===== config.mk =====
export PLATFORM = sky130hd
export DESIGN_NAME = swmn_ctrl
export DESIGN_NICKNAME = d
export VERILOG_FILES = /design/src/rtl/core/swmn_pkg.sv /design/src/rtl/core/swmn_ctrl.sv
export SDC_FILE = /design/constraint.sdc
export NUM_CORES = 1
export LEC_CHECK = 0
export BUFFER_PORTS_ARGS = -buffer_cell sky130_fd_sc_hd__buf_2
export CELL_PAD_IN_SITES_DETAIL_PLACEMENT = 1
export CELL_PAD_IN_SITES_GLOBAL_PLACEMENT = 1
export CORE_MARGIN = 2
export CORE_UTILIZATION = 30
export DETAILED_ROUTE_END_ITERATION = 8
export GPL_TIMING_DRIVEN = 0
export PLACE_DENSITY_LB_ADDON = 0.08
export SLEW_MARGIN = 20
export SYNTH_ARGS = -nofsm -noshare
export SYNTH_HDL_FRONTEND = slang
export SYNTH_SLANG_ARGS = --single-unit

===== constraint.sdc =====
create_clock -name i_clk -period 3.19 [get_ports i_clk]
set_input_delay 0.1595 -clock i_clk [delete_from_list [all_inputs] [get_ports i_clk]]
set_output_delay 0.1595 -clock i_clk [all_outputs]
set_load 0.01 [all_outputs]

===== src/rtl/core/swmn_pkg.sv =====
// Package with constants, codes and control types of the mean normalizer.
package swmn_pkg;

    localparam int FEATURE_DIM   = 40;
    localparam int WINDOW_FRAMES = 512;
    localparam int SUM_BITS      = 29;

    localparam int DIM_W      = 7;
    localparam int FEAT_W     = 16;
    localparam int GSUM_W     = 48;
    localparam int SMOOTH_W   = 13;
    localparam int GC_W       = 32;
    localparam int CFG_IDX_W  = 1;
    localparam int CFG_DATA_W = 32;
    localparam int MODE_W     = 2;

    localparam int FD_AW      = (FEATURE_DIM > 1) ? $clog2(FEATURE_DIM) : 1;
    localparam int HIST_DEPTH = WINDOW_FRAMES * FEATURE_DIM;
    localparam int HIST_AW    = (HIST_DEPTH > 1) ? $clog2(HIST_DEPTH) : 1;
    localparam int CNT_W      = $clog2(WINDOW_FRAMES + 1);
    localparam int CG_CMP_W   = (SMOOTH_W > CNT_W) ? SMOOTH_W : CNT_W;
    localparam int DEN_W      = GC_W + CNT_W;
    localparam int ACC_W      = 64;
    localparam int Q_W        = 18;
    localparam int DIV_SHIFT  = Q_W - 1;
    localparam int DCNT_W     = $clog2(Q_W);

    localparam logic [MODE_W-1:0] MODE_LOAD = 2'd0;
    localparam logic [MODE_W-1:0] MODE_FEAT = 2'd1;
    localparam logic [MODE_W-1:0] MODE_NEW  = 2'd2;

    localparam logic [CFG_IDX_W-1:0] CFG_SMOOTH = 1'd0;
    localparam logic [CFG_IDX_W-1:0] CFG_GCOUNT = 1'd1;

    localparam logic [SMOOTH_W-1:0] SMOOTH_RESET = 13'd200;
    localparam logic [GC_W-1:0]     GC_RESET     = 32'd1;

    typedef enum logic [3:0] {
        OP_NONE,
        OP_SUM,
        OP_MSTEP,
        OP_DEN,
        OP_T1,
        OP_T2,
        OP_T3,
        OP_DPRE,
        OP_DSTEP,
        OP_OUT
    } t_dp_op;

    typedef struct packed {
        logic   in_accept;
        t_dp_op op;
    } t_dp_cmd;

    typedef struct packed {
        logic feat_start;
        logic mul_zero;
        logic div_last;
        logic out_free;
    } t_dp_status;

endpackage


===== src/rtl/core/swmn_ctrl.sv =====
// Controller state machine that sequences the datapath for one feature element.
module swmn_ctrl (
    input  logic                  i_clk,
    input  logic                  i_rst_n,
    input  logic                  i_in_valid,
    output logic                  o_in_ready,
    input  swmn_pkg::t_dp_status  i_status,
    output swmn_pkg::t_dp_cmd     o_cmd
);

    typedef enum logic [9:0] {
        S_IDLE = 10'b00_0000_0001,
        S_READ = 10'b00_0000_0010,
        S_SUM  = 10'b00_0000_0100,
        S_MDEN = 10'b00_0000_1000,
        S_MT1  = 10'b00_0001_0000,
        S_MT2  = 10'b00_0010_0000,
        S_MT3  = 10'b00_0100_0000,
        S_DPRE = 10'b00_1000_0000,
        S_DIV  = 10'b01_0000_0000,
        S_OUT  = 10'b10_0000_0000
    } t_state;

    t_state r_state;
    t_state n_state;
    swmn_pkg::t_dp_op w_op;

    assign o_in_ready      = (r_state == S_IDLE);
    assign o_cmd.in_accept = i_in_valid && o_in_ready;
    assign o_cmd.op        = w_op;

    always_comb begin
        n_state = r_state;
        w_op    = swmn_pkg::OP_NONE;
        case (r_state)
            S_IDLE: begin
                if (i_in_valid && i_status.feat_start) begin
                    n_state = S_READ;
                end
            end
            S_READ: begin
                n_state = S_SUM;
            end
            S_SUM: begin
                w_op    = swmn_pkg::OP_SUM;
                n_state = S_MDEN;
            end
            S_MDEN: begin
                if (i_status.mul_zero) begin
                    w_op    = swmn_pkg::OP_DEN;
                    n_state = S_MT1;
                end else begin
                    w_op = swmn_pkg::OP_MSTEP;
                end
            end
            S_MT1: begin
                if (i_status.mul_zero) begin
                    w_op    = swmn_pkg::OP_T1;
                    n_state = S_MT2;
                end else begin
                    w_op = swmn_pkg::OP_MSTEP;
                end
            end
            S_MT2: begin
                if (i_status.mul_zero) begin
                    w_op    = swmn_pkg::OP_T2;
                    n_state = S_MT3;
                end else begin
                    w_op = swmn_pkg::OP_MSTEP;
                end
            end
            S_MT3: begin
                if (i_status.mul_zero) begin
                    w_op    = swmn_pkg::OP_T3;
                    n_state = S_DPRE;
                end else begin
                    w_op = swmn_pkg::OP_MSTEP;
                end
            end
            S_DPRE: begin
                w_op    = swmn_pkg::OP_DPRE;
                n_state = S_DIV;
            end
            S_DIV: begin
                w_op = swmn_pkg::OP_DSTEP;
                if (i_status.div_last) begin
                    n_state = S_OUT;
                end
            end
            S_OUT: begin
                if (i_status.out_free) begin
                    w_op    = swmn_pkg::OP_OUT;
                    n_state = S_IDLE;
                end
            end
            default: begin
                n_state = S_IDLE;
            end
        endcase
    end

    always_ff @(posedge i_clk) begin
        if (!i_rst_n) begin
            r_state <= S_IDLE;
        end else begin
            r_state <= n_state;
        end
    end

endmodule


-- Yosys cells after proc, flatten, opt, wreduce, memory -nomap -nowiden
Index checks and enable logic that the tools add are counted.
- register bits: 10
- bits of input ports: 7
- output and inout bits: 6
- word-level logic and storage cells: 35
- equal/unequal tests: 17
- mux-type cells: 14
- reductions and logical operators: 3
- operators with widths (operator ; count):
    10-bit case mux with 10 select lines ; 1
    10-bit two-way mux ; 7
    4-bit case mux with 8 select lines ; 1
    2-bit != test (second input constant) ; 6
    10-bit by 1-bit equality test with 1-bit output (second input constant) ; 1
    10-bit equality test (second input constant) ; 1
    10-bit by 2-bit equality test with 1-bit output (second input constant) ; 1
    10-bit by 3-bit equality test with 1-bit output (second input constant) ; 1
    10-bit by 4-bit equality test with 1-bit output (second input constant) ; 1
    10-bit by 5-bit equality test with 1-bit output (second input constant) ; 1
    10-bit by 6-bit equality test with 1-bit output (second input constant) ; 1
    10-bit by 7-bit equality test with 1-bit output (second input constant) ; 1
    10-bit by 8-bit equality test with 1-bit output (second input constant) ; 1
    10-bit by 9-bit equality test with 1-bit output (second input constant) ; 1
    3-bit two-way mux ; 3
    7-bit AND reduction ; 1
    4-bit two-way mux ; 1
    1-bit logical AND ; 2
    2-bit by 1-bit != test with 1-bit output (second input constant) ; 1
    1-bit two-way mux ; 1

-- Logic depth before layout (Yosys ltp)
Gate-level depths: netlist of the first run.
- depth after elaboration: 3
- mapped depth: 6
- depth with buffers taken out: 5

-- Worst setup path after synthesis of the first run
Ideal clock, no wire load.
- path kind: register to register
- start: reg r_state[0]
- end: reg r_state[4]
- setup time: 0.117 ns
- arrival: 1.822 ns
- data required time: 3.073 ns
- path slack: 1.251 ns
- cell stages (with the launch flop): 7
- path buffers: 1
- period minus slack after synthesis: 1.939 ns
- cell sequence: dfxtp_1 buf_6 or4_4 or4_4 a21oi_4 nor3b_2 a22o_1
- longest elaborated chain between the ends: 3
- elaborated cells between the ends (all ways): 19
- classes of those cells: eq/ne (17); mux (1); reduce/logical (1)
- ends and longest elaborated chain (element ; line ; text):
    from (decl) ; swmn_ctrl.sv:24 ; t_state r_state;
    from (signal assigned) ; swmn_ctrl.sv:106 ; r_state <= n_state;
    10-bit by 4-bit equality test with 1-bit output (tied with other cells) ; swmn_ctrl.sv:35 ; case (r_state)
    2-bit != test (no line) / 2-bit by 1-bit != test with 1-bit output (equally long branches) ; - ;
    7-bit AND reduction (no line) ; - ;
Parallel ways exist; a longest one is shown, timed or not.
A chain may end at the register's enable or synchronous reset.

==> impl_metrics.toml, run 1 <==
[pwr]
total_power_mw = 0.383
power.density_mw_per_mm2 = 387
ir_drop_uv = 309
leakage_nw = 0.396

[synthesis]
synth-seq-cells = 10
syn-num-nets = 121
async_flop_share_pct = 0
syn_inst = 114
muxShareOfSynthArea_pct = 0
synth_top_family_by_area = "simple AND/OR/NAND/NOR gates"
synth_top_area_share_pct = 23.1
yosys.area_share.simple_pct = 40.5
avgSynthCellArea_sq_um = 7.62
synthFlopType = "dfxtp_1"
synth-edff-count = 0
synth_fa_ha_area_share_pct = 0
synth_area_sq_um = 868
synth-compound-area-share_pct = 23.6
synth_warnings = 0
synth_cell_types = 41
seq_area_frac_synth_pct = 23.1
yosys-top-cells-area = "dfxtp_1 23%, a21oi_1 5.2%, o21ai_0 5.2%, nor2b_1 5.0%, xor2_1 4.0%"
synthXorXnorAreaFrac_pct = 4.03
yosysTopAreaCell = "dfxtp_1"

[floorplan]
initial_core_util_pct = 31.5
die_width_microns = 57.8
core_area_sq_mm = 0.00276
rows = 19
dieHeight_microns = 57.8
dieArea_sq_mm = 0.00334
pin_count = 13

[worst_setup_path]
worstPathCellList = "clkbuf_1 -> nor4_1 -> nand3_1 -> a21oi_1 -> a31oi_1 -> nor2_1 -> buf_2"
critPathTopFamily = "simple AND/OR/NAND/NOR gates"
critPathMaxStageDelay_ps = 770
path_max_fanout = 10
cp-start-kind = "register"
critPathKind = "reg2out"
endpoint_kind = "output pin"
worst-path-buf-inv = 2
crit_required_ps = 3030
cp_slowest_cell = "nor4_1"
arrival_ps = 2210

[final_layout]
reg.largest.list = "r_state x10"
fillCellCount = 359
drive_above_1_share_pct = 23.3
final_common_cell = "buf_2"
finalNetCount = 138
largest_reg_flops = 10
regMostFlops = "r_state"
area_growth_pct = 14.0
utilization_pct = 35.9
mostFrequentLayoutCells = "16 x buf_2, 10 x dfxtp_1, 9 x a21oi_1, 9 x o21ai_0, 8 x nor2_1"
fin_area_sq_um = 990
antennaDiodeCount = 0

[placement]
routabilityCongestion = 0.772
port_buffers = 12
postPlaceCellArea_sq_um = 967
place_ws_ps = 1050
dp_hpwl_mm = 1.90

[cts]
cts-root-buf = "clkbuf_4"
clock_latency_ps = 280
htreeDepth = 1
holdBufCountCts = 0
path_clk_slew_ps = 80
post-cts-setup-buffers = 0
cts_tree = "built"
cts_resized = 0
cts_made_buffers = 3
cts.sinks = 10
clockBufferDepth = 2

[min_path]
hold_class = "in2reg"

[routing]
drcViolationCount = 0
routed_wl_mm = 2.52
antenna_left = 0
first_iter_violations = 10
wire_per_inst_microns = 15.7
post_drt_via_cell_ratio = 5.76
dr.pass1.iters = 4
num_vias = 921

[timing]
slew_viol_final = 0
layout_min_cycle_time_ps = 2370
skew_ps = 1.11
tns_ps = 0
grt_setup_unrepaired = "false"
hold_viol_final = 0
tightestPinTransition_ps = 824
fin_crit_sh_pct = 74.4
setup_viol = 0
slew_headroom_pct = 44.6
fin_ws_ps = 817
clock.fmax_ghz = 0.421

[status]
status = "finished, final reports clean"

[global_route]
grt_pass1_wl_mm = 4.24
grt_pass1_vias = 850
grt_overflow_total = 0
antenna_found_initial = 0
grt_start_max_net_pins = 11
grt_use_total_pct = 16.8

[job]
cap_violations = 0
metal layers:
layer	GRT usage, %	up-vias	wire [microns]
li1	-	451	-
met1	25.0	441	1270
met2	23.7	24	1100
met3	2.90	5	108
met4	6.98	0	46
met5	0	-	0
Yosys cell counts, types with 4 or more instances:
cell,n
nand3_1,4
nor2_1,8
xor2_1,4
nor4_1,4
o21ai_0,9
nor3_1,4
a21oi_1,9
dfxtp_1,10
nand2_1,5
buf_2,4
nor2b_1,7
worst paths after layout:
check | startpoint | end | slack [ps] | cells past startpoint
hold reg to reg | r_state[9] | r_state[9] | 640 | 3
setup / recovery | r_state[3] | o_cmd[1] | 820 | 7
setup reg to reg | r_state[0] | r_state[7] | 1040 | 6
hold / removal | i_rst_n | r_state[0] | 120 | 2
logic make-up after synthesis:
group	Yosys count
compound gates	31
xor+xnor	4
buf+inv	12
flops	10
simple gates	57
cell type report:
class                      count  area (sq um)  share of cell area [%]
multi-input combinational     92           592                    59.8
sequential                    10           200                    20.2
buffer                        10          68.8                    6.95
timing repair buffer          12          60.1                    6.07
tap                           31          38.8                    3.92
clock buffer                   3          22.5                    2.28
inverter                       2          7.51                   0.759
power by group:
group          switching, mW  internal (mW)
Combinational         0.0813         0.0662
Sequential           0.00367          0.132
Clock                 0.0556         0.0438
Total                  0.140          0.242
stage by stage:
step	cells	hold slack, ps
final	160	120
after global routing	160	128
after CTS	160	120
after detailed placement	157	410
after global placement	157	410
after floorplan	114	238
(Power assumes the default switching activity.)
==> run 2, diff against run 1 <==
--- a/config.mk
+++ b/config.mk
@@ -5,6 +5,7 @@
 export SDC_FILE = /design/constraint.sdc
 export NUM_CORES = 1
 export LEC_CHECK = 0
+export ABC_AREA = 1
 export BUFFER_PORTS_ARGS = -buffer_cell sky130_fd_sc_hd__buf_2
 export CELL_PAD_IN_SITES_DETAIL_PLACEMENT = 1
 export CELL_PAD_IN_SITES_GLOBAL_PLACEMENT = 1
==> constraint.sdc (replaced) <==
create_clock -name i_clk -period 2.1 [get_ports i_clk]
set_input_delay 0.105 -clock i_clk [delete_from_list [all_inputs] [get_ports i_clk]]
set_output_delay 0.105 -clock i_clk [all_outputs]
set_load 0.01 [all_outputs]
==> run 2 against run 1 <==
  * Sequential share of layout area grew 1.8 points
  * Area after synthesis shrank 10%
  * Wire length shrank 22%
  * Highest routed layer unchanged
  * Sequential power grew 130%
  * Via count shrank 14%
  * Combinational power grew to 6.8 times the previous value
  * Non-clock buffer count shrank 9
  * Synthesized cell count grew 13%
  * Clock-buffer cell count grew 1
  * Largest power group unchanged
  * Critical path type unchanged
==> impl_metrics.toml, run 2 <==
[status]
status = "finished, final reports clean"

[synthesis]
syn-num-nets = 136
seq_area_frac_synth_pct = 25.7
yosysMostFrequentCell = "nor2_1"
synth_cell_types = 20
synth_warnings = 0
synth-seq-cells = 10
synth-edff-count = 0
yosysTopAreaCell = "dfxtp_1"
avgSynthCellArea_sq_um = 6.04
syn_inst = 129
synthFlopType = "dfxtp_1"
synth_top_area_share_pct = 25.7
synth_area_sq_um = 779
synth_common_cells = "29 x nor2_1, 27 x nand2_1, 25 x inv_1"
yosys-top-cells-area = "dfxtp_1 26%, nor2_1 14%, nand2_1 13%, inv_1 12%, nand2_2 4.8%"
async_flop_share_pct = 0

[min_path]
min_to = "r_state[0]"
min_path_cells = 2
min_from = "i_rst_n"
hold_class = "in2reg"

[global_route]
grt_pass1_wl_mm = 3.40
grt_use_total_pct = 16.3
gr-max-usage-layer = "met2"
grt_start_max_net_pins = 11
use_met1_pct = 22.4
grt_overflow_total = 0
grt_use_met2_pct = 25.6
antenna_found_initial = 0
grt_util_met3_pct = 2.42
grt_pass1_vias = 758

[final_layout]
fin_area_sq_um = 908
drive_above_1_share_pct = 25.0
multi_input_area_sq_um = 462
mostFrequentLayoutCells = "29 x nor2_1, 27 x nand2_1, 25 x inv_1"
final_common_cell = "nor2_1"
largest_reg_flops = 10
area_growth_pct = 16.5
instances_no_fill = 174
antennaDiodeCount = 0
regArea_sq_um = 200
fillCellCount = 356
utilization_pct = 36.7
regMostFlops = "r_state"
reg.largest.list = "r_state x10"
finalNetCount = 152

[timing]
clock.fmax_ghz = 0.558
skew_ps = 12.5
tightestPinTransition_ps = 362
tns_ps = 0
setup_viol = 0
grt_setup_unrepaired = "false"
fin_ws_ps = 309
slew_viol_final = 0
layout_min_cycle_time_ps = 1790
fin_crit_sh_pct = 85.3
hold_ws_ps = 136
hold_viol_final = 0
slew_headroom_pct = 75.6

[cts]
post-cts-setup-buffers = 0
cts_resized = 0
cts-root-buf = "clkbuf_4"
cts_made_buffers = 3
clock_latency_ps = 280
cts_tree = "built"
cts.sinks = 10
htreeDepth = 1
holdBufCountCts = 0
clockBufferDepth = 2
path_clk_slew_ps = 90

[worst_setup_path]
arrival_ps = 1690
endpoint_kind = "output pin"
crit_required_ps = 2000
cp-start-kind = "register"
critPathKind = "reg2out"
path_max_fanout = 3
rr_startpoint = "r_state[8]"
r2r_setup_slack_ps = 530
r2r_cells = 11
r2r_end = "r_state[9]"

[routing]
routed_wl_mm = 1.97
num_vias = 789
drcViolationCount = 0
first_iter_violations = 8
post_drt_via_cell_ratio = 4.53
dr.pass1.iters = 4
antenna_left = 0
wire_per_inst_microns = 11.3

[pwr]
leakage_nw = 0.548
total_power_mw = 1.49
ir_drop_uv = 496
power.density_mw_per_mm2 = 1640

[floorplan]
core_area_sq_mm = 0.00248
die_width_microns = 55.0
pin_count = 13
dieHeight_microns = 55.0
dieArea_sq_mm = 0.00302
initial_core_util_pct = 31.5
rows = 18

[placement]
dp_hpwl_mm = 1.64
place_inst = 170
place_ws_ps = 551
port_buffers = 11
postPlaceCellArea_sq_um = 872
routabilityCongestion = 0.732

[job]
cap_violations = 0
==> run 2: how the worst max path moves through the flow <==
stage | start | endpoint | slack [ps] | cells after the start
finish | r_state[8] | o_cmd[0] | 310 | 6
global route | r_state[8] | o_cmd[0] | 130 | 6
CTS | r_state[8] | o_cmd[0] | 310 | 6
detailed placement | r_state[6] | r_state[8] | 550 | 11
global placement | r_state[8] | o_cmd[0] | 580 | 6
floorplan | r_state[6] | r_state[8] | 790 | 11
==> run 2: power by group <==
part           switching (mW)  internal, mW  total [mW]
combinational           0.631         0.368       0.999
clock                  0.0816         0.105       0.187
sequential             0.0523         0.254       0.306
==> run 2: kinds of logic after synthesis <==
| logic type | after synthesis | share of synthesized area [%] |
|---|---|---|
| compound gates | 4 | 2.89 |
| buf+inv | 29 | 15.1 |
| flops | 10 | 25.7 |
| simple gates | 86 | 56.3 |
==> run 2: critical path, stage by stage (launching register included) <==
cell and delay [ps]:
dfxtp_1 330, nor2_1 230, nand2_1 130, nor3_1 310
nor2_1 130, o211ai_1 120, buf_2 170
==> run 2: layer usage <==
| metal | share of wire, % | wire [microns] |
|---|---|---|
| met3 | 2.0 | 40 |
| met2 | 49 | 957 |
| met5 | 0 | 0 |
| met4 | 0.76 | 15 |
| met1 | 49 | 959 |
==> run 2: final cells by class <==
type | count | share of cell area, %
Clock buffer | 4 | 3.99
Multi-Input combinational cell | 90 | 50.8
Timing Repair Buffer | 11 | 6.06
Sequential cell | 10 | 22.0
Tap cell | 30 | 4.13
Inverter | 27 | 11.2
Buffer | 2 | 1.79
==> run 3, diff against run 2 <==
==> constraint.sdc (replaced) <==
create_clock -name i_clk -period 1.7 [get_ports i_clk]
set_input_delay 0.085 -clock i_clk [delete_from_list [all_inputs] [get_ports i_clk]]
set_output_delay 0.085 -clock i_clk [all_outputs]
set_load 0.01 [all_outputs]
==> run 3 against run 2 <==
  * Register-to-register slack worse by 340 ps
  * Core utilization grew 1.7 points
  * Highest routed layer unchanged
  * Critical path type unchanged
  * Total power rose by 30%
  * Largest cell class unchanged
  * Via count rose by 0.13%
  * Critical path depth grew 2
==> impl_metrics.toml, run 3 (synthesis gave the netlist of run 2 again) <==
[placement]
routabilityCongestion = 0.732
place_inst = 170
place_ws_ps = 151
dp_hpwl_mm = 1.64
port_buffers = 11

[timing]
fin_ws_ps = 76.5
hold_viol_final = 0
grt_setup_unrepaired = "true"
setup_viol = 0
slew_headroom_pct = 78.2
layout_min_cycle_time_ps = 1620
clock.fmax_ghz = 0.616
tightestPinTransition_ps = 326
slew_viol_final = 0
fin_crit_sh_pct = 95.5
skew_ps = 12.9

[routing]
dr.pass1.iters = 4
antenna_left = 0
first_iter_violations = 7
drcViolationCount = 0
wire_per_inst_microns = 11.5
post_drt_via_cell_ratio = 4.51
num_vias = 790
routed_wl_mm = 2.01

[pwr]
power.density_mw_per_mm2 = 2040
total_power_mw = 1.94
leakage_nw = 0.561
ir_drop_uv = 664

[cts]
cts_made_buffers = 3
clock_latency_ps = 280
holdBufCountCts = 0
cts.sinks = 10
cts-root-buf = "clkbuf_4"
path_clk_slew_ps = 90
htreeDepth = 1
clockBufferDepth = 2
cts_tree = "built"

[worst_setup_path]
crit_required_ps = 1620
endpoint_kind = "output pin"
critPathKind = "reg2out"
cp_slowest_cell = "dfxtp_2"
worstPathCellList = "nor2_4 -> nand2_4 -> nor2_2 -> nand2_2 -> nand2_2 -> inv_1 -> o211ai_1 -> buf_2"
r2r_end = "r_state[9]"
worst-path-buf-inv = 2
arrival_ps = 1540
critPathMaxStageDelay_ps = 350
cp_common_cell = "nand2_2"
path_max_fanout = 4
r2r_cells = 11
cp-start-kind = "register"
rr_startpoint = "r_state[8]"
r2r_setup_slack_ps = 190
critPathTopFamily = "simple AND/OR/NAND/NOR gates"

[final_layout]
mostFrequentLayoutCells = "27 x nand2_1, 26 x nor2_1, 25 x inv_1"
antennaDiodeCount = 0
instances_no_fill = 175
final_common_cell = "nand2_1"
largest_reg_flops = 10
finalNetCount = 153
area_growth_pct = 22.0
drive_above_1_share_pct = 29.7
fillCellCount = 347
regMostFlops = "r_state"
reg.largest.list = "r_state x10"
utilization_pct = 38.4

[floorplan]
core_area_sq_mm = 0.00248
dieHeight_microns = 55.0
die_width_microns = 55.0
pin_count = 13
initial_core_util_pct = 31.5
rows = 18
dieArea_sq_mm = 0.00302

[global_route]
grt_pass1_wl_mm = 3.44
grt_start_max_net_pins = 11
grt_use_total_pct = 16.4
grt_pass1_vias = 768
grt_overflow_total = 0
antenna_found_initial = 0

[status]
status = "finished, final reports clean"

[min_path]
min_path_cells = 2
min_to = "r_state[0]"
min_from = "i_rst_n"
hold_class = "in2reg"

[job]
cap_violations = 0
[run 3: cell count changes in the layout (fill, tap and decap cells not counted)]
cell / delta
nor3_1: -1
nor2_1: -3
buf_4: +1
nor2_4: +4
nor3_2: +1
dfxtp_1: -2
nor2_2: -1
dfxtp_2: +2
[run 3: metal layers]
layer | vias to the layer above | GRT usage, % | part of all wire (%)
li1 | 418 | - | -
met1 | 364 | 22.4 | 48
met2 | 6 | 26.2 | 49
met3 | 2 | 2.42 | 2.0
met4 | 0 | 6.10 | 0.75
met5 | - | 0 | 0
[run 3: final cells by class]
type / instances / area (sq um) / share of cell area, %
Buffer: 2 / 16.3 / 1.71
Tap cell: 30 / 37.5 / 3.95
Timing Repair Buffer: 12 / 62.6 / 6.58
Multi-Input combinational cell: 90 / 494 / 52.0
Clock buffer: 4 / 36.3 / 3.82
Inverter: 27 / 101 / 10.7
Sequential cell: 10 / 203 / 21.3
[run 3: how the worst max path moves through the flow]
stage	startpoint	endpoint	slack, ps	depth (start not counted)
finish	r_state[5]	o_cmd[0]	80	8
global route	r_state[5]	o_cmd[0]	-70	8
CTS	r_state[8]	o_cmd[0]	4	8
detailed placement	r_state[6]	r_state[8]	150	11
global placement	r_state[8]	r_state[0]	180	8
floorplan	r_state[6]	r_state[8]	390	11
[run 3: report_power, final]
group	leakage [nW]	switching, mW	internal, mW
Clock	0.0210	0.101	0.130
Sequential	0.0826	0.0839	0.318
Combinational	0.458	0.809	0.498
Total	0.561	0.994	0.946
[run 3: stage by stage]
step                hold WS [ps]  cell area (sq um)  TNS, ps
floorplan                    257                779        0
global placement             408                872        0
detailed placement           407                872        0
CTS                          120                918        0
global route                 150                951    -67.3
finish                       115                951        0
[run 3: repair_timing]
item | in CTS | in global routing
pin swaps | 0 | 2
gates cloned | 0 | 0
setup buffers | 0 | 1
hold endpoints to repair | 0 | 0
resized for setup | 2 | 8
endpoints found under the setup margin | 1 | 8
[run 3: worst register-to-register path: stages, from the launching register on]
cell and delay [ps]:
dfxtp_1 350, inv_1 110, nand2_1 120, nor2_4 130
nand3b_4 100, nor2_2 110, nor2_1 70, nand2_2 120
buf_6 160, nand2_1 60, nand2_1 50, nor2_1 40
